[config.mk]
export PLATFORM = sky130hd
export DESIGN_NAME = gtg_cell
export DESIGN_NICKNAME = d
export VERILOG_FILES = /design/src/gtg_pkg.sv /design/src/gtg_cell.sv
export SDC_FILE = /design/constraint.sdc
export NUM_CORES = 1
export LEC_CHECK = 0
export BUFFER_PORTS_ARGS = -buffer_cell sky130_fd_sc_hd__clkbuf_2
export CORE_UTILIZATION = 40
export DETAILED_ROUTE_END_ITERATION = 6
export PLACE_DENSITY = 0.65
export SLEW_MARGIN = 20
export SYNTH_ARGS = -nofsm -noshare
export SYNTH_HDL_FRONTEND = slang
export SYNTH_SLANG_ARGS = --single-unit
[constraint.sdc]
create_clock -name clk_i -period 15.43 [get_ports clk_i]
set_input_delay 1.543 -clock clk_i [delete_from_list [all_inputs] [get_ports clk_i]]
set_output_delay 1.543 -clock clk_i [all_outputs]
set_load 0.02 [all_outputs]
[src/gtg_pkg.sv]
package gtg_pkg;

  // Angle constants in fixed point.
  localparam int PI_Q16     = 205887;
  localparam int PI_Q13     = 25736;
  localparam int TWO_PI_Q13 = 51472;

  // Largest legal goal coordinate, 11.1 m in Q4.11.
  localparam int GOAL_LIMIT = 22732;

  // Square root: one result bit per step, trial bit starts at 2^SQRT_TOP.
  localparam int SQRT_STEPS = 18;
  localparam int SQRT_TOP   = 34;
  localparam int SQ_W       = 36;

  // Gains are Q2.14; products are rounded half up by this constant.
  localparam int GAIN_FRAC  = 14;
  localparam int GAIN_ROUND = 8192;

  // Widths of the CORDIC datapath.
  localparam int XY_W = 32;
  localparam int Z_W  = 21;

  // Register map, one 32-bit word per register.
  typedef enum logic [2:0] {
    REG_GOAL_X            = 3'd0,
    REG_GOAL_Y            = 3'd1,
    REG_LINEAR_GAIN       = 3'd2,
    REG_ANGULAR_GAIN      = 3'd3,
    REG_HEADING_TOLERANCE = 3'd4,
    REG_ARRIVE_RADIUS     = 3'd5
  } gtg_reg_e;

  // Work carried from cell to cell along the chain.
  typedef struct packed {
    logic signed [XY_W-1:0] x;
    logic signed [XY_W-1:0] y;
    logic signed [Z_W-1:0]  z;
    logic [SQ_W-1:0]        rem;
    logic [SQ_W-1:0]        root;
    logic signed [15:0]     heading;
    logic                   on_goal;
    logic                   rejected;
  } gtg_work_t;

  // Arctangent of 2^-idx in Q.16 rad.
  function automatic logic [16:0] atan_q16(input int unsigned idx);
    logic [16:0] val;
    case (idx)
      0:  val = 17'd51472;
      1:  val = 17'd30386;
      2:  val = 17'd16055;
      3:  val = 17'd8150;
      4:  val = 17'd4091;
      5:  val = 17'd2047;
      6:  val = 17'd1024;
      7:  val = 17'd512;
      8:  val = 17'd256;
      9:  val = 17'd128;
      10: val = 17'd64;
      11: val = 17'd32;
      12: val = 17'd16;
      13: val = 17'd8;
      14: val = 17'd4;
      15: val = 17'd2;
      16: val = 17'd1;
      default: val = 17'd0;
    endcase
    return val;
  endfunction

endpackage

[src/gtg_cell.sv]
module gtg_cell import gtg_pkg::*; #(
  parameter int unsigned IDX              = 0,
  parameter int unsigned ANGLE_ITERATIONS = 14
) (
  input  logic      clk_i,
  input  logic      rst_ni,
  input  logic      up_valid_i,
  input  gtg_work_t up_work_i,
  output logic      up_ready_o,
  output logic      dn_valid_o,
  output gtg_work_t dn_work_o,
  input  logic      dn_ready_i
);

  localparam int unsigned SqrtShift = (IDX < SQRT_STEPS) ? (SQRT_TOP - 2 * IDX) : 0;
  localparam logic [SQ_W-1:0] SqrtBit = SQ_W'(1) << SqrtShift;
  localparam logic signed [Z_W-1:0] AtanStep = Z_W'(atan_q16(IDX));

  logic      valid_q;
  gtg_work_t work_q, work_d;
  logic      ready;
  logic signed [XY_W-1:0] xs, ys;
  logic [SQ_W-1:0]        trial;

  assign ready      = !valid_q || dn_ready_i;
  assign up_ready_o = ready;
  assign dn_valid_o = valid_q;
  assign dn_work_o  = work_q;

  // CORDIC vectoring step if IDX < ANGLE_ITERATIONS, square root step if IDX < SQRT_STEPS, side by side.
  always_comb begin
    work_d = up_work_i;
    xs     = up_work_i.x >>> IDX;
    ys     = up_work_i.y >>> IDX;
    trial  = up_work_i.root + SqrtBit;
    if (IDX < ANGLE_ITERATIONS) begin
      if (!up_work_i.y[XY_W-1]) begin
        work_d.x = up_work_i.x + ys;
        work_d.y = up_work_i.y - xs;
        work_d.z = up_work_i.z + AtanStep;
      end else begin
        work_d.x = up_work_i.x - ys;
        work_d.y = up_work_i.y + xs;
        work_d.z = up_work_i.z - AtanStep;
      end
    end
    if (IDX < SQRT_STEPS) begin
      if (up_work_i.rem >= trial) begin
        work_d.rem  = up_work_i.rem - trial;
        work_d.root = (up_work_i.root >> 1) + SqrtBit;
      end else begin
        work_d.root = up_work_i.root >> 1;
      end
    end
  end

  always_ff @(posedge clk_i or negedge rst_ni) begin
    if (!rst_ni) begin
      valid_q <= 1'b0;
    end else if (ready) begin
      valid_q <= up_valid_i;
    end
  end

  always_ff @(posedge clk_i) begin
    if (ready && up_valid_i) begin
      work_q <= work_d;
    end
  end

endmodule

==> impl_metrics.env <==
export IMPL_synth_compound_area_share_pct=21.5
export IMPL_synth_cell_types=78
export IMPL_dominantRegCellSynth="edfxtp_1"
export IMPL_vias=12000
export IMPL_rsz0062_at_grt="false"
export IMPL_p_leak_nw=7.49
export IMPL_synth_common_cells="174 x edfxtp_1, 150 x a21oi_1, 144 x ha_1"
export IMPL_fin_cells=2243
export IMPL_syn_nets=1780
export IMPL_first_global_vias=11800
export IMPL_async_reset_ff_share_pct=0.571
export IMPL_relSlewSlack_pct=33.9
export IMPL_vdd_drop_max_mv=0.0773
export IMPL_cts_root_buf="clkbuf_16"
export IMPL_synth_top_family_by_area="compound AO/OA/AOI/OAI gates"
export IMPL_drt_wl_total_um=39500
export IMPL_cts_max_path_buffers=2
export IMPL_switching_share_pct=35.7
export IMPL_clk_pin_slew_worst_paths_ns=0.07
export IMPL_hold_ws_ns=0.550
export IMPL_yosysMostFrequentCell="edfxtp_1"
export IMPL_muxShareOfSynthArea_pct=1.50
export IMPL_max_freq_mhz=194
export IMPL_syn_inst=1452
export IMPL_post_cts_buffers=0
export IMPL_drv_slew=0
export IMPL_yosysWarnings=0
export IMPL_total_power_w=0.00154
export IMPL_syn_cell_area_sq_um=13600
export IMPL_p_switching_w=0.000550
export IMPL_cts_tree="yes"
export IMPL_clock_latency_ns=0.44
export IMPL_cp_start_kind="input port"
export IMPL_drc=0
export IMPL_tns_ns=0
export IMPL_status="complete, no violations"
export IMPL_drt_first_pass_iters=6
export IMPL_rows=67
export IMPL_drtAntennaViolNets=0
export IMPL_power_frac_seq_pct=39.3
export IMPL_synth_edf_count=174
export IMPL_grt_start_max_net_pins=92
export IMPL_drt_iter0_drc=832
export IMPL_cp_max_fo=91
export IMPL_die_w_um=187
export IMPL_yosys_top_cells_area="edfxtp_1 38%, ha_1 13%, a21oi_1 5.5%, xnor2_1 4.9%, o21ai_0 4.1%"
export IMPL_synth_avg_cell_area_sq_um=9.40
export IMPL_hp_class="register to register"
export IMPL_synthAdderAreaFrac_pct=13.9
export IMPL_finalSetupViolCount=0
export IMPL_yosys_area_share_simple_pct=12.4
export IMPL_cts_buffers=17
export IMPL_crit_path_end_kind="register"
export IMPL_die_height_um=187
export IMPL_place_congestion=0.883
export IMPL_routedWlPerCell_um=17.6
export IMPL_synth_top_cell_area_share_pct=38.3
export IMPL_powerDensity_nw_per_um2=94.1
export IMPL_ys_seq_elements=175
export IMPL_worst_slew_pin_slew_ns=0.992
export IMPL_utilization_pct=48.8
export IMPL_fillerInstances=3226
export IMPL_crit_arrival_ns=5.33
export IMPL_h_tree_depth=4
export IMPL_ctsHoldBuffers=0
export IMPL_antenna_found_initial=2
export IMPL_fin_nets=2108
export IMPL_port_buffers=355
export IMPL_overflow=0
export IMPL_maxCapViolations=0
export IMPL_hold_violations=0
export IMPL_skew_ns=0.00764
export IMPL_die_area_sq_um=34800
export IMPL_clock_sinks=175
export IMPL_grt_pass1_wl_um=61900
export IMPL_worstSetupPathType="input port to register"
export IMPL_pwr_share_clk_pct=27.4
export IMPL_combPwrFrac_pct=33.3
export IMPL_cts_resized=0
export IMPL_seq_area_frac_synth_pct=38.5
export IMPL_io_pins=356
export IMPL_required_ns=15.61
export IMPL_place_hpwl_um=31600
export IMPL_start_util_pct=40.7
export IMPL_dp_cells=2208
export IMPL_yosysTopAreaCell="edfxtp_1"
export IMPL_power_internal_w=0.000990
export IMPL_period_share_pct=33.4
export IMPL_coreArea_sq_um=33500
export IMPL_track_usage_pct=22.4
export IMPL_drive_above_1_share_pct=23.5
export IMPL_vias_per_cell=5.36
export IMPL_area_growth_pct=19.9
export IMPL_min_period_ns=5.15
export IMPL_synth_xor_area_share_pct=6.61
## metrics by stage
step                      setup WS [ns]  area, sq um
after global routing               9.91        16400
after floorplan                    9.06        13600
final                             10.28        16400
after detailed placement           9.89        15800
after CTS                         10.33        16300
after global placement            10.00        15800
## flip-flops by register name (all words and copies together), names as in the netlist
register    flops
dn_work_o     174
dn_valid_o      1
## layout make-up
type | instances | area [sq um] | share of cell area [%]
diodes | 2 | 5.00 | 0.0306
well taps | 448 | 561 | 3.43
flip-flops and latches | 175 | 5250 | 32.1
clock buffers | 17 | 425 | 2.60
multi-input cells | 1083 | 7630 | 46.7
clock inverters | 15 | 125 | 0.765
inverters | 142 | 533 | 3.26
repair buffers | 361 | 1830 | 11.2
## path summary, 6_finish.rpt
kind / slack (ns) / cells past startpoint / startpoint / end
hold reg to reg: 0.55 / 2 / dn_valid_o / dn_valid_o
setup / recovery: 10.28 / 15 / up_work_i[142] / dn_work_o[110]
max in group asynchronous: 14.48 / 1 / rst_ni / dn_valid_o
setup reg to reg: 12.31 / 4 / dn_valid_o / dn_work_o[43]
hold / removal: 0.55 / 2 / dn_valid_o / dn_valid_o
min in group asynchronous: 0.87 / 1 / rst_ni / dn_valid_o
## power groups by stage
| stage | combinational [W] | clock [W] | sequential (W) |
|---|---|---|---|
| 2_1_floorplan | 0.000294 | 0 | 0.000672 |
| 3_3_place_gp | 0.000502 | 0 | 0.000616 |
| 3_5_place_dp | 0.000507 | 0 | 0.000616 |
| 4_1_cts | 0.000511 | 0.000430 | 0.000606 |
| 5_1_grt | 0.000561 | 0.000445 | 0.000608 |
| 6_report | 0.000513 | 0.000422 | 0.000604 |
## metal layers
layer	global-route usage [%]	routed length (um)	vias to the layer above
li1	-	-	5894
met1	28.3	17000	5625
met2	39.1	19400	453
met3	3.10	2170	55
met4	7.76	988	0
met5	0	0	-
## placed cells by master, fill, tap and decap left out, types with 7 or more instances in the layout
cell / synthesis / layout
a211oi_1: 14 / 14
a21o_1: 45 / 45
a21oi_1: 150 / 150
a31oi_1: 12 / 12
and2_1: 9 / 8
and3_1: 9 / 9
clkbuf_16: 0 / 17
clkbuf_2: 0 / 355
edfxtp_1: 174 / 174
ha_1: 144 / 144
inv_1: 138 / 138
mux2i_1: 17 / 17
nand2_1: 98 / 98
nand2b_1: 17 / 17
nand3_1: 14 / 14
nand4_1: 17 / 17
nor2_1: 96 / 96
nor2b_1: 19 / 19
nor3_1: 36 / 36
o21a_1: 11 / 11
o21ai_0: 112 / 112
o21bai_1: 31 / 31
o31a_1: 7 / 7
o31ai_1: 12 / 12
or3_1: 16 / 16
xnor2_1: 77 / 77
xor2_1: 26 / 26
## worst max-delay path: stages
cell and delay (ns):
clkbuf_2 0.07, buf_4 0.68, inv_1 0.09, buf_4 0.35
fa_1 0.48, nor2b_1 0.12, o21ai_0 0.11, a21boi_0 0.50
o211ai_1 0.27, a311oi_1 0.42, o21ai_0 0.13, nand2b_1 0.13
a21o_1 0.14, a21oi_1 0.08, xnor2_1 0.13
## kinds of logic (layout without fill, tap and decap cells)
logic type,count (synthesis),after routing
flops,175,175
fa+ha+maj,149,149
buf+inv,194,535
other cells,0,2
xor+xnor,103,103
compound gates,459,459
mux,20,20
simple gates,352,352
(Power assumes the default switching activity.)
