File: src/gtg_pkg.sv
package gtg_pkg;

  // Angle constants in fixed point.
  localparam int PI_Q16     = 205887;
  localparam int PI_Q13     = 25736;
  localparam int TWO_PI_Q13 = 51472;

  // Largest legal goal coordinate, 11.1 m in Q4.11.
  localparam int GOAL_LIMIT = 22732;

  // Square root: one result bit per step, trial bit starts at 2^SQRT_TOP.
  localparam int SQRT_STEPS = 18;
  localparam int SQRT_TOP   = 34;
  localparam int SQ_W       = 36;

  // Gains are Q2.14; products are rounded half up by this constant.
  localparam int GAIN_FRAC  = 14;
  localparam int GAIN_ROUND = 8192;

  // Widths of the CORDIC datapath.
  localparam int XY_W = 32;
  localparam int Z_W  = 21;

  // Register map, one 32-bit word per register.
  typedef enum logic [2:0] {
    REG_GOAL_X            = 3'd0,
    REG_GOAL_Y            = 3'd1,
    REG_LINEAR_GAIN       = 3'd2,
    REG_ANGULAR_GAIN      = 3'd3,
    REG_HEADING_TOLERANCE = 3'd4,
    REG_ARRIVE_RADIUS     = 3'd5
  } gtg_reg_e;

  // Work carried from cell to cell along the chain.
  typedef struct packed {
    logic signed [XY_W-1:0] x;
    logic signed [XY_W-1:0] y;
    logic signed [Z_W-1:0]  z;
    logic [SQ_W-1:0]        rem;
    logic [SQ_W-1:0]        root;
    logic signed [15:0]     heading;
    logic                   on_goal;
    logic                   rejected;
  } gtg_work_t;

  // Arctangent of 2^-idx in Q.16 rad.
  function automatic logic [16:0] atan_q16(input int unsigned idx);
    logic [16:0] val;
    case (idx)
      0:  val = 17'd51472;
      1:  val = 17'd30386;
      2:  val = 17'd16055;
      3:  val = 17'd8150;
      4:  val = 17'd4091;
      5:  val = 17'd2047;
      6:  val = 17'd1024;
      7:  val = 17'd512;
      8:  val = 17'd256;
      9:  val = 17'd128;
      10: val = 17'd64;
      11: val = 17'd32;
      12: val = 17'd16;
      13: val = 17'd8;
      14: val = 17'd4;
      15: val = 17'd2;
      16: val = 17'd1;
      default: val = 17'd0;
    endcase
    return val;
  endfunction

endpackage

File: src/gtg_front.sv
module gtg_front import gtg_pkg::*; (
  input  logic               clk_i,
  input  logic               rst_ni,
  input  logic [15:0]        goal_x_i,
  input  logic [15:0]        goal_y_i,
  input  logic               up_valid_i,
  output logic               up_ready_o,
  input  logic signed [15:0] pose_x_i,
  input  logic signed [15:0] pose_y_i,
  input  logic signed [15:0] pose_heading_i,
  output logic               dn_valid_o,
  output gtg_work_t          dn_work_o,
  input  logic               dn_ready_i
);

  // Stage A registers: offsets to the goal.
  logic               a_valid_q;
  logic signed [16:0] a_dx_q, a_dy_q;
  logic signed [15:0] a_heading_q;
  logic               a_rejected_q;
  logic               a_ready;

  // Stage B registers: squared distance and the pre-rotated vector.
  logic      b_valid_q;
  gtg_work_t b_work_q, b_work_d;
  logic      b_ready;

  logic signed [16:0] dx_d, dy_d;
  logic               rejected_d;
  logic signed [33:0] dx_sq, dy_sq;
  logic signed [XY_W-1:0] x0, y0;

  assign b_ready    = !b_valid_q || dn_ready_i;
  assign a_ready    = !a_valid_q || b_ready;
  assign up_ready_o = a_ready;
  assign dn_valid_o = b_valid_q;
  assign dn_work_o  = b_work_q;

  // Offsets and goal range check.
  always_comb begin
    dx_d = 17'($signed(goal_x_i)) - 17'(pose_x_i);
    dy_d = 17'($signed(goal_y_i)) - 17'(pose_y_i);
    rejected_d = goal_x_i[15] || goal_y_i[15]
              || ($signed(goal_x_i) > 16'(GOAL_LIMIT))
              || ($signed(goal_y_i) > 16'(GOAL_LIMIT));
  end

  // Squares, and a left-half-plane vector is turned by pi first.
  always_comb begin
    dx_sq = a_dx_q * a_dx_q;
    dy_sq = a_dy_q * a_dy_q;
    x0 = {{3{a_dx_q[16]}}, a_dx_q, 12'b0};
    y0 = {{3{a_dy_q[16]}}, a_dy_q, 12'b0};
    b_work_d.rem      = SQ_W'(unsigned'(dx_sq)) + SQ_W'(unsigned'(dy_sq));
    b_work_d.root     = '0;
    b_work_d.heading  = a_heading_q;
    b_work_d.on_goal  = (a_dx_q == '0) && (a_dy_q == '0);
    b_work_d.rejected = a_rejected_q;
    if (a_dx_q[16]) begin
      b_work_d.x = -x0;
      b_work_d.y = -y0;
      b_work_d.z = a_dy_q[16] ? -Z_W'(PI_Q16) : Z_W'(PI_Q16);
    end else begin
      b_work_d.x = x0;
      b_work_d.y = y0;
      b_work_d.z = '0;
    end
  end

  // Valid flags.
  always_ff @(posedge clk_i or negedge rst_ni) begin
    if (!rst_ni) begin
      a_valid_q <= 1'b0;
      b_valid_q <= 1'b0;
    end else begin
      if (a_ready) begin
        a_valid_q <= up_valid_i;
      end
      if (b_ready) begin
        b_valid_q <= a_valid_q;
      end
    end
  end

  // Payload.
  always_ff @(posedge clk_i) begin
    if (a_ready && up_valid_i) begin
      a_dx_q       <= dx_d;
      a_dy_q       <= dy_d;
      a_heading_q  <= pose_heading_i;
      a_rejected_q <= rejected_d;
    end
    if (b_ready && a_valid_q) begin
      b_work_q <= b_work_d;
    end
  end

endmodule

File: config.mk
export PLATFORM = sky130hd
export DESIGN_NAME = gtg_front
export DESIGN_NICKNAME = d
export VERILOG_FILES = /design/src/gtg_pkg.sv /design/src/gtg_front.sv
export SDC_FILE = /design/constraint.sdc
export NUM_CORES = 2
export LEC_CHECK = 0
export BUFFER_PORTS_ARGS = -buffer_cell sky130_fd_sc_hd__buf_2
export CORE_MARGIN = 4
export CORE_UTILIZATION = 60
export CTS_BUF_LIST = sky130_fd_sc_hd__clkbuf_4 sky130_fd_sc_hd__clkbuf_8
export CTS_CLUSTER_DIAMETER = 50
export DETAILED_ROUTE_END_ITERATION = 8
export HOLD_SLACK_MARGIN = 0.12
export PLACE_DENSITY = 0.8
export SYNTH_ARGS = -nofsm -noshare
export SYNTH_HDL_FRONTEND = slang
export SYNTH_SLANG_ARGS = --single-unit
File: constraint.sdc
create_clock -name clk_i -period 10.95 [get_ports clk_i]
set_input_delay 1.6425 -clock clk_i [delete_from_list [all_inputs] [get_ports clk_i]]
set_output_delay 1.6425 -clock clk_i [all_outputs]
set_load 0.02 [all_outputs]
==> summary.md <==
| Metric | Value |
|---|---|
| Via Count | 20,100 |
| Vias in the first global route | 22,000 |
| Post-Synthesis Cell Area | 0.0284 mm2 |
| Post-DP HPWL | 54.0 mm |
| Fill cell count | 3,754 |
| Type of element launching the critical path | register |
| Worst hold margin | 0.426 ns |
| Met3 Use GR | 6.17% |
| Area of the multi-input gates | 0.0205 mm2 |
| CP Launch Point | a_dx_q[7] |
| DIE WIDTH | 226 um |
| Hold Crit Class | register to register |
| Die Area | 0.0509 mm2 |
| Met1 Use GR | 33.3% |
| Total GRT Usage | 26.6% |
| Drt drc | 0 |
| Post-synth ARST share | 1.34% |
| Final hold vios | 0 |
| Post-Syn Area per Cell | 9.76 um2 |
| H-Tree Depth | 4 |
| Top Usage Layer GRT | met2 |
| Initial antenna violation count | 3 |
| Most common cell in the netlist | inv_1 |
| Crit path time final | 8.96 ns |
| CP arrival | 9.28 ns |
| Slowest cell on crit path | edfxtp_1 |
| N_diodes | 0 |
| CTS sink count | 149 |
| Gate Count Post-Synth | 2,908 |
| Pre-antenna DRT Iters | 7 |
| Ratio of cells with drive above 1 in the final layout | 8.56% |
| Iter 0 DRT Violations | 1,267 |
| Unrepaired setup endpoints after global routing | no |
| CP Class | register to register |
| Yosys warnings | 0 |
| Register area | 0.00446 mm2 |
| Port bufs | 199 |
| Req. time, crit path | 11.27 ns |
| Post-Layout Cell Count | 3,666 |
| Commonest cells post-synth | 737 x inv_1, 543 x fa_1, 252 x ha_1, 228 x nand2_1 |
| Overflow after GRT | 0 |
| Utilization of the core after routing | 64.1% |
| Crit end category | register |
| Yosys top cell by area | fa_1 |
| Period utilisation layout | 81.9% |
| Reg-to-Reg Start | a_dx_q[7] |
| Final ANT Viol Nets | 0 |
| Initial core utilization | 60.8% |
| Sequential-to-total area share from yosys stat | 15.7% |
| Worst Skew | 0.0288 ns |
| Pins over their slew limit | 0 |
| Maximum clock path buffer count | 2 |
| Routed Wire Length | 64.5 mm |
| Io pins | 261 |
| CTS Hold Bufs | 0 |
| Area delta synth->final | 5.40% |
| Worst skew pair latency | 0.57 ns |
| Largest net degree at the start of global routing | 70 |
| Rel. slew slack | 31.8% |
| Met2 usage | 45.8% |
| Setup TNS | 0 ns |
| Die Ht | 226 um |
| Source of the worst hold timing path | a_heading_q[12] |
| DR WL/cell | 17.6 um |
| Post_cts resized | 0 |
| Layout Nets | 3,925 |
| Number of buffers added for setup after CTS | 0 |
| Slowest stage delay, CP | 0.98 ns |
| First-pass GRT wire length | 106 mm |
| Outcome | completed |
| Row count | 79 |
| Routability cong. | 0.977 |
| Top FF cell, synth | edfxtp_1 |
| Total CTS buffers | 17 |
| Least-Margin Pin Slew | 1.01 ns |
| Largest cells by area after synthesis | fa_1 38%, edfxtp_1 16%, ha_1 11% |
| Final setup violation count | 0 |
| CP max FO | 22 |
| Vias per cell | 5.47 |
| Synth top area share | 38.3% |
| CTS tree | built |
| Synth Register Bits | 149 |
| Placed instance count | 3,634 |
| Root Driver | clkbuf_8 |
| Post-synth EDFFs | 147 |
| Unique masters post-synth | 66 |
| Clock-pin slew on the worst setup and hold paths | 0.10 ns |
| Core area | 0.0467 mm2 |
| Max-cap viol count | 0 |
| Fmax | 0.112 GHz |
[layout by cell type, fill, tap and decap left out, drive strengths merged, types with 5 or more instances in the layout]
cell,Yosys,final
a2111oi,6,6
a211oi,12,12
a21boi,10,10
a21o,43,43
a21oi,85,85
a31o,6,6
a31oi,9,9
and2,82,82
and3,8,8
buf,83,205
clkbuf,64,19
clkinv,3,7
conb,1,62
edfxtp,147,147
fa,543,543
ha,252,252
inv,738,743
nand2,228,228
nand2b,19,19
nand3,28,28
nand4,5,5
nor2,147,147
nor2b,16,16
nor3,25,25
nor4,5,5
o211ai,9,9
o21a,13,13
o21ai,60,60
o21bai,17,17
o311ai,5,5
o31a,5,5
o31ai,17,17
or2,10,10
or3,11,11
xnor2,129,129
xor2,27,27
[worst max-delay path, delay by kind of cell (launching register included)]
family	cells	cell delay, ns
fa+ha+maj	8	3.69
compound gates	10	2.77
flops	1	0.98
simple gates	5	0.66
buf+inv	6	0.38
xor+xnor	2	0.23
[metal layers]
| layer | vias up | share of wire, % |
|---|---|---|
| li1 | 9063 | - |
| met2 | 833 | 50 |
| met5 | - | 0 |
| met1 | 10000 | 38 |
| met4 | 0 | 2.9 |
| met3 | 124 | 8.6 |
[flip-flops by register name, summed over array words and instances, names as in the netlist]
| register | cells |
|---|---|
| a_dx_q | 17 |
| a_dy_q | 17 |
| a_heading_q | 16 |
| dn_work_o | 96 |
| dn_valid_o | 1 |
| a_rejected_q | 1 |
| a_valid_q | 1 |
[final timing paths]
path | depth (start not counted) | slack [ns] | endpoint
worst min-delay path | 0 | 0.43 | dn_work_o[14]
worst max-delay path | 31 | 1.99 | dn_work_o[87]
worst max register to register | 31 | 1.99 | dn_work_o[87]
worst min register to register | 0 | 0.43 | dn_work_o[14]
min in group asynchronous | 1 | 0.85 | dn_valid_o
max in group asynchronous | 1 | 10.00 | a_valid_q
[stage by stage]
stage          setup WS (ns)  instance area [um2]
2_1_floorplan           3.21                28600
3_3_place_gp            2.28                29600
3_5_place_dp            2.18                29600
4_1_cts                 2.12                29900
5_1_grt                 1.46                29900
6_report                1.99                29900
[final cells by class]
type	count	share of cell area, %
Multi-Input combinational cell	1932	68.6
Clock inverter	13	0.326
Inverter	741	9.30
Timing Repair Buffer	205	3.48
Clock buffer	19	0.832
Sequential cell	149	14.9
Tap cell	607	2.54
[kinds of logic (layout without fill, tap and decap cells)]
logic type	after synthesis	in the layout	share of synthesized area [%]
XOR/XNOR	156	156	4.81
other	1	62	0.0132
multiplexers	3	3	0.115
adder cells (fa/ha/maj)	795	795	49.4
buffers and inverters	888	978	12.8
flip-flops	149	149	15.7
AND/OR/NAND/NOR	594	594	9.61
AO/OA/AOI/OAI	322	322	7.53
Power is left out: the tool's default activity adds up to more than one toggle a clock period on the data nets, which glitch-free logic cannot reach.
