## src/gtg_pkg.sv

```systemverilog
package gtg_pkg;

  // Angle constants in fixed point.
  localparam int PI_Q16     = 205887;
  localparam int PI_Q13     = 25736;
  localparam int TWO_PI_Q13 = 51472;

  // Largest legal goal coordinate, 11.1 m in Q4.11.
  localparam int GOAL_LIMIT = 22732;

  // Square root: one result bit per step, trial bit starts at 2^SQRT_TOP.
  localparam int SQRT_STEPS = 18;
  localparam int SQRT_TOP   = 34;
  localparam int SQ_W       = 36;

  // Gains are Q2.14; products are rounded half up by this constant.
  localparam int GAIN_FRAC  = 14;
  localparam int GAIN_ROUND = 8192;

  // Widths of the CORDIC datapath.
  localparam int XY_W = 32;
  localparam int Z_W  = 21;

  // Register map, one 32-bit word per register.
  typedef enum logic [2:0] {
    REG_GOAL_X            = 3'd0,
    REG_GOAL_Y            = 3'd1,
    REG_LINEAR_GAIN       = 3'd2,
    REG_ANGULAR_GAIN      = 3'd3,
    REG_HEADING_TOLERANCE = 3'd4,
    REG_ARRIVE_RADIUS     = 3'd5
  } gtg_reg_e;

  // Work carried from cell to cell along the chain.
  typedef struct packed {
    logic signed [XY_W-1:0] x;
    logic signed [XY_W-1:0] y;
    logic signed [Z_W-1:0]  z;
    logic [SQ_W-1:0]        rem;
    logic [SQ_W-1:0]        root;
    logic signed [15:0]     heading;
    logic                   on_goal;
    logic                   rejected;
  } gtg_work_t;

  // Arctangent of 2^-idx in Q.16 rad.
  function automatic logic [16:0] atan_q16(input int unsigned idx);
    logic [16:0] val;
    case (idx)
      0:  val = 17'd51472;
      1:  val = 17'd30386;
      2:  val = 17'd16055;
      3:  val = 17'd8150;
      4:  val = 17'd4091;
      5:  val = 17'd2047;
      6:  val = 17'd1024;
      7:  val = 17'd512;
      8:  val = 17'd256;
      9:  val = 17'd128;
      10: val = 17'd64;
      11: val = 17'd32;
      12: val = 17'd16;
      13: val = 17'd8;
      14: val = 17'd4;
      15: val = 17'd2;
      16: val = 17'd1;
      default: val = 17'd0;
    endcase
    return val;
  endfunction

endpackage

```

## src/gtg_back.sv

```systemverilog
module gtg_back import gtg_pkg::*; (
  input  logic               clk_i,
  input  logic               rst_ni,
  input  logic [15:0]        linear_gain_i,
  input  logic [15:0]        angular_gain_i,
  input  logic [14:0]        heading_tolerance_i,
  input  logic [15:0]        arrive_radius_i,
  input  logic               up_valid_i,
  input  gtg_work_t          up_work_i,
  output logic               up_ready_o,
  output logic               dn_valid_o,
  input  logic               dn_ready_i,
  output logic [15:0]        linear_speed_o,
  output logic signed [15:0] angular_speed_o,
  output logic [15:0]        remaining_distance_o,
  output logic               arrived_o,
  output logic               goal_rejected_o
);

  // Stage C: heading error and comparisons.
  logic               c_valid_q, c_ready;
  logic signed [15:0] c_err_q, c_err_d;
  logic [16:0]        c_dist_q;
  logic               c_off_q, c_off_d;
  logic               c_arrived_q, c_arrived_d;
  logic               c_rejected_q;

  // Stage D: gain products.
  logic               d_valid_q, d_ready;
  logic [32:0]        d_lin_q;
  logic signed [32:0] d_ang_q;
  logic [16:0]        d_dist_q;
  logic               d_off_q, d_arrived_q, d_rejected_q;

  // Stage E: output register.
  logic               e_valid_q, e_ready;
  logic [15:0]        e_lin_q, e_lin_d;
  logic signed [15:0] e_ang_q, e_ang_d;
  logic [15:0]        e_dist_q, e_dist_d;
  logic               e_arrived_q, e_rejected_q;

  logic signed [Z_W-1:0] z_round;
  logic signed [18:0]    bearing, err0, err1, err2;
  logic [18:0]           mag;
  logic [16:0]           root_dist;
  logic [33:0]           lin_sum;
  logic [19:0]           lin_r;
  logic signed [33:0]    ang_sum, ang_r;

  assign e_ready    = !e_valid_q || dn_ready_i;
  assign d_ready    = !d_valid_q || e_ready;
  assign c_ready    = !c_valid_q || d_ready;
  assign up_ready_o = c_ready;
  assign dn_valid_o = e_valid_q;

  // Bearing rounded to Q.13, error wrapped into [-pi, pi].
  always_comb begin
    z_round = (up_work_i.z + Z_W'(4)) >>> 3;
    bearing = up_work_i.on_goal ? '0 : 19'(z_round);
    err0    = bearing - 19'(up_work_i.heading);
    if (err0 > 19'(PI_Q13)) begin
      err1 = err0 - 19'(TWO_PI_Q13);
    end else if (err0 < -19'(PI_Q13)) begin
      err1 = err0 + 19'(TWO_PI_Q13);
    end else begin
      err1 = err0;
    end
    if (err1 > 19'(PI_Q13)) begin
      err2 = err1 - 19'(TWO_PI_Q13);
    end else if (err1 < -19'(PI_Q13)) begin
      err2 = err1 + 19'(TWO_PI_Q13);
    end else begin
      err2 = err1;
    end
    mag         = err2[18] ? unsigned'(-err2) : unsigned'(err2);
    c_err_d     = err2[15:0];
    c_off_d     = mag > 19'(heading_tolerance_i);
    root_dist   = up_work_i.root[16:0];
    c_arrived_d = root_dist < 17'(arrive_radius_i);
  end

  // Rounding, saturation and gating of the speeds, and saturation of the distance.
  always_comb begin
    lin_sum = 34'(d_lin_q) + 34'(GAIN_ROUND);
    lin_r   = lin_sum[GAIN_FRAC +: 20];
    ang_sum = 34'(d_ang_q) + 34'(GAIN_ROUND);
    ang_r   = ang_sum >>> GAIN_FRAC;
    if (d_off_q || d_rejected_q) begin
      e_lin_d = '0;
    end else if (lin_r[19:16] != '0) begin
      e_lin_d = 16'hFFFF;
    end else begin
      e_lin_d = lin_r[15:0];
    end
    if (d_rejected_q) begin
      e_ang_d = '0;
    end else if (ang_r > 34'sd32767) begin
      e_ang_d = 16'sh7FFF;
    end else if (ang_r < -34'sd32768) begin
      e_ang_d = 16'sh8000;
    end else begin
      e_ang_d = ang_r[15:0];
    end
    e_dist_d = d_dist_q[16] ? 16'hFFFF : d_dist_q[15:0];
  end

  always_ff @(posedge clk_i or negedge rst_ni) begin
    if (!rst_ni) begin
      c_valid_q <= 1'b0;
      d_valid_q <= 1'b0;
      e_valid_q <= 1'b0;
    end else begin
      if (c_ready) begin
        c_valid_q <= up_valid_i;
      end
      if (d_ready) begin
        d_valid_q <= c_valid_q;
      end
      if (e_ready) begin
        e_valid_q <= d_valid_q;
      end
    end
  end

  always_ff @(posedge clk_i) begin
    if (c_ready && up_valid_i) begin
      c_err_q      <= c_err_d;
      c_dist_q     <= root_dist;
      c_off_q      <= c_off_d;
      c_arrived_q  <= c_arrived_d;
      c_rejected_q <= up_work_i.rejected;
    end
    if (d_ready && c_valid_q) begin
      d_lin_q      <= 33'(linear_gain_i) * 33'(c_dist_q);
      d_ang_q      <= $signed({1'b0, angular_gain_i}) * c_err_q;
      d_dist_q     <= c_dist_q;
      d_off_q      <= c_off_q;
      d_arrived_q  <= c_arrived_q;
      d_rejected_q <= c_rejected_q;
    end
    if (e_ready && d_valid_q) begin
      e_lin_q      <= e_lin_d;
      e_ang_q      <= e_ang_d;
      e_dist_q     <= e_dist_d;
      e_arrived_q  <= d_arrived_q;
      e_rejected_q <= d_rejected_q;
    end
  end

  assign linear_speed_o       = e_lin_q;
  assign angular_speed_o      = e_ang_q;
  assign remaining_distance_o = e_dist_q;
  assign arrived_o            = e_arrived_q;
  assign goal_rejected_o      = e_rejected_q;

endmodule

```

## config.mk

```make
export PLATFORM = sky130hd
export DESIGN_NAME = gtg_back
export DESIGN_NICKNAME = d
export VERILOG_FILES = /design/src/gtg_pkg.sv /design/src/gtg_back.sv
export SDC_FILE = /design/constraint.sdc
export NUM_CORES = 2
export LEC_CHECK = 0
export ABC_CLOCK_PERIOD_IN_PS = 6450
export BUFFER_PORTS_ARGS = -buffer_cell sky130_fd_sc_hd__buf_2
export CAP_MARGIN = 20
export CORE_MARGIN = 5
export CORE_UTILIZATION = 50
export CTS_CLUSTER_SIZE = 8
export DETAILED_ROUTE_END_ITERATION = 6
export PLACE_DENSITY = 0.71
export RECOVER_POWER = 25
export SYNTH_ARGS = -nofsm -noshare
export SYNTH_HDL_FRONTEND = slang
export SYNTH_SLANG_ARGS = --single-unit
```

## constraint.sdc

```tcl
create_clock -name clk_i -period 6.45 [get_ports clk_i]
set_input_delay 0.645 -clock clk_i [delete_from_list [all_inputs] [get_ports clk_i]]
set_output_delay 0.645 -clock clk_i [all_outputs]
set_load 0.01 [all_outputs]
```

==> metrics.md <==
| Metric | Value |
|---|---|
| Worst setup EP type | flip-flop |
| Crit Path Max Fanout | 7 |
| Tightest Hold Check Type | in -> reg |
| Most frequent CP cell | buf_4 |
| # rows | 84 |
| Largest net degree at the start of global routing | 61 |
| Antenna-violating nets left | 0 |
| Sequential share of the synthesized area | 0.1699 |
| Total number of vias | 21220 |
| Post-synth cell types | 89 |
| Most frequent cells in the layout | inv_1 (518), buf_4 (419), fa_1 (395) |
| Initial antenna violation count | 2 |
| Min cycle time layout | 7281 ps |
| Slew @ Worst Pin | 2883 ps |
| Residual DRC count | 0 |
| Clock transition at the registers of the reported paths | around 70 ps |
| All-Layer GR Usage | 0.2395 |
| Clk buf depth | 2 |
| Die area | 0.05719 mm² |
| Ys async rst share | 0.02013 |
| Crit-path slowest cell | or4_4 |
| Clock Root Buffer | clkbuf_16 |
| Post-Synth XOR/XNOR Area | 0.04461 |
| Setup WS pre-CTS | -1690 ps |
| Input/output buffers | 172 |
| Fin. max-slew vios | 51 |
| Skew final | 7.365 ps |
| Post-synth top flop | edfxtp_1 |
| Post-layout nets | ~4300 |
| Commonest non-fill, non-tap cell in the layout | inv_1 |
| Vias per cell | 5.219 |
| Failing checks | max-capacitance violations, max-slew violations, negative setup slack |
| Worst Path Required | 6640 ps |
| Global-route wire length before repair | around 110 mm |
| DP HPWL | 57.46 mm |
| GRT overflow | 0 |
| Mapped Nets | 3731 |
| TritonCTS Sinks | 149 |
| Area Overhead vs Synth | 23.85% |
| Combinational family with the most area after synthesis | adder cells |
| CTS Buf Count | 17 |
| Core area | between 0.05 and 0.06 mm² |
| Initial core utilization | 0.5016 |
| Vias in the first global route | ~23000 |
| Die height | between 200 and 250 µm |
| Mux cell area share after synthesis | 0.003622 |
| First-pass DRT Iterations | 5 |
| Unrepaired setup endpoints after global routing | true |
| WL per Instance | between 15 and 20 µm |
| F_max | 137.4 MHz |
| Max_cap viols | 1 |
| CP arrival | 7470 ps |
| Post-Synthesis Mean Instance Area | 9.343 µm² |
| Initial DRC Count | 998 |
| Yosys warning count | 0 |
| Clk_lat worst skew | roughly 460 ps |
| Final Hold Fails | 0 |
| Ports | approximately 290 |
| Synthesized flop and latch total | ~150 |
| Final setup fails | 11 |
| Slowest stage delay, CP | 520 ps |
| Post-Synth Simple-Gate Area | 0.1722 |
| Synth Area in Compound Gates | 0.07859 |
| Synth Area in Adders | 0.4383 |
| Die Wd | 239.1 µm |
| Post-Syn Area | 0.02625 mm² |
| Final RePlAce weighted congestion | 0.9161 |
| CP startpoint kind | input pin |
| Layout cells sized above 1 | 0.2491 |
| Final Cycle Share | 1.129 |
| Final worst slack | -830.6 ps |
| Post-synth EDFFs | 146 |
| Worst Path Class, Setup | in -> reg |
| Final wirelength | 67.81 mm |
| Status | complete, but fails checks |
| Post-Synthesis Cells | 2810 |
| TritonCTS clock tree | done |
| H-tree levels | 4 |
| Worst slew margin | -0.9223 |
==> sequential cells by signal, summed over array words and instances (netlist names) <==
register	flops
d_arrived_q	1
d_ang_q	20
c_dist_q	17
d_valid_q	1
remaining_distance_o	16
c_off_q	1
dn_valid_o	1
c_valid_q	1
arrived_o	1
d_dist_q	17
linear_speed_o	16
c_arrived_q	1
c_err_q	16
d_rejected_q	1
d_lin_q	20
d_off_q	1
angular_speed_o	16
c_rejected_q	1
goal_rejected_o	1
==> metrics by stage <==
step	utilization	std cells	TNS (ps)	hold WS (ps)	cell area, µm²
after floorplan	-	2810	-2053	349.4	26820
after global placement	0.5935	3981	-7299	402.8	31070
after detailed placement	0.5935	3981	-8914	405.4	31070
after CTS	0.6191	4058	-1356	344.2	32400
after global routing	0.6212	4065	-8116	350.8	32510
final	0.6212	4065	-4171	373.2	32510
==> logic make-up after synthesis <==
family,after synthesis
simple gates,916
fa+ha+maj,679
buf+inv,634
compound gates,294
flops,149
xor+xnor,129
mux,9
==> synthesized netlist by cell type (4+ instances only) <==
library cell    n  area share
inv_1         530       0.076
fa_1          401        0.31
nand2_1       380       0.054
ha_1          278        0.13
and2_1        197       0.047
edfxtp_1      146        0.17
nor2_1        101       0.014
clkbuf_1       90       0.013
xnor2_1        77       0.026
a21oi_1        64       0.012
o21ai_0        61       0.012
xor2_1         48       0.016
nand3_1        40      0.0076
nand2b_1       34      0.0081
nor3_1         34      0.0065
and3_1         29      0.0069
a21o_1         26      0.0074
or2_2          25      0.0060
or3_1          18      0.0043
a211oi_1       17      0.0049
nor2b_1        17      0.0041
o211ai_1       15      0.0043
o21a_1         13      0.0037
a31oi_1        12      0.0029
nand4_1        12      0.0029
o22ai_1        12      0.0029
o32ai_1         7      0.0023
a41o_1          6      0.0023
buf_2           6      0.0011
buf_6           6      0.0026
o31ai_1         6      0.0017
a211o_1         5      0.0017
mux2i_1         5      0.0019
a221oi_1        4      0.0013
mux2_2          4      0.0017
nor4b_1         4      0.0013
o211a_1         4      0.0015
o41ai_1         4      0.0013
==> per-layer routing <==
layer	vias to the layer above	wire [µm]	global-route usage
met3	118	3853	0.04072
met1	10460	28480	0.3125
met5	-	0	0
met4	0	1675	0.06848
met2	588	33800	0.4136
li1	10050	-	-
==> cell type report <==
cell class,count,area (µm²)
fill,4361,19830
timing repair buffer,638,4478
clock buffer,17,425.4
clock inverter,15,158.9
tap,688,860.8
multi-input combinational,2027,20140
antenna,1,2.502
inverter,530,1989
sequential,149,4459
==> critical path: cells and delay by family <==
family / cells / cell delay, ps
AOI/OAI and AO/OA: 11 / 1750
xor gates and xnor gates: 3 / 420
adders and majority gates: 2 / 490
buffers and inverters: 8 / 1250
and+or+nand+nor: 16 / 2930
==> path summary, 6_finish.rpt <==
path	start	to	slack [ps]	depth (start not counted)
worst max-delay path	up_work_i[97]	c_off_q$_DFFE_PP_	-830	40
worst min-delay path	up_work_i[18]	c_dist_q[0]$_DFFE_PP_	370	1
worst max register to register	c_dist_q[3]$_DFFE_PP_	d_lin_q[32]$_DFFE_PP_	-720	24
worst min register to register	d_arrived_q$_DFFE_PP_	arrived_o$_DFFE_PP_	420	0
max in group asynchronous	rst_ni	d_valid_q$_DFFE_PN0P_	5730	2
min in group asynchronous	rst_ni	dn_valid_o$_DFFE_PN0P_	540	2
==> repair_timing <==
action	in CTS	in global routing
hold endpoints to repair	3	0
gates resized for setup	92	46
buffers inserted	44	8
gates cloned	0	1
pin swaps	89	17
endpoints found under the setup margin	13	13
hold buffers	1	0
Power is not shown: default switching activity piles up to over one toggle a cycle in this logic, so the estimate is an artifact.
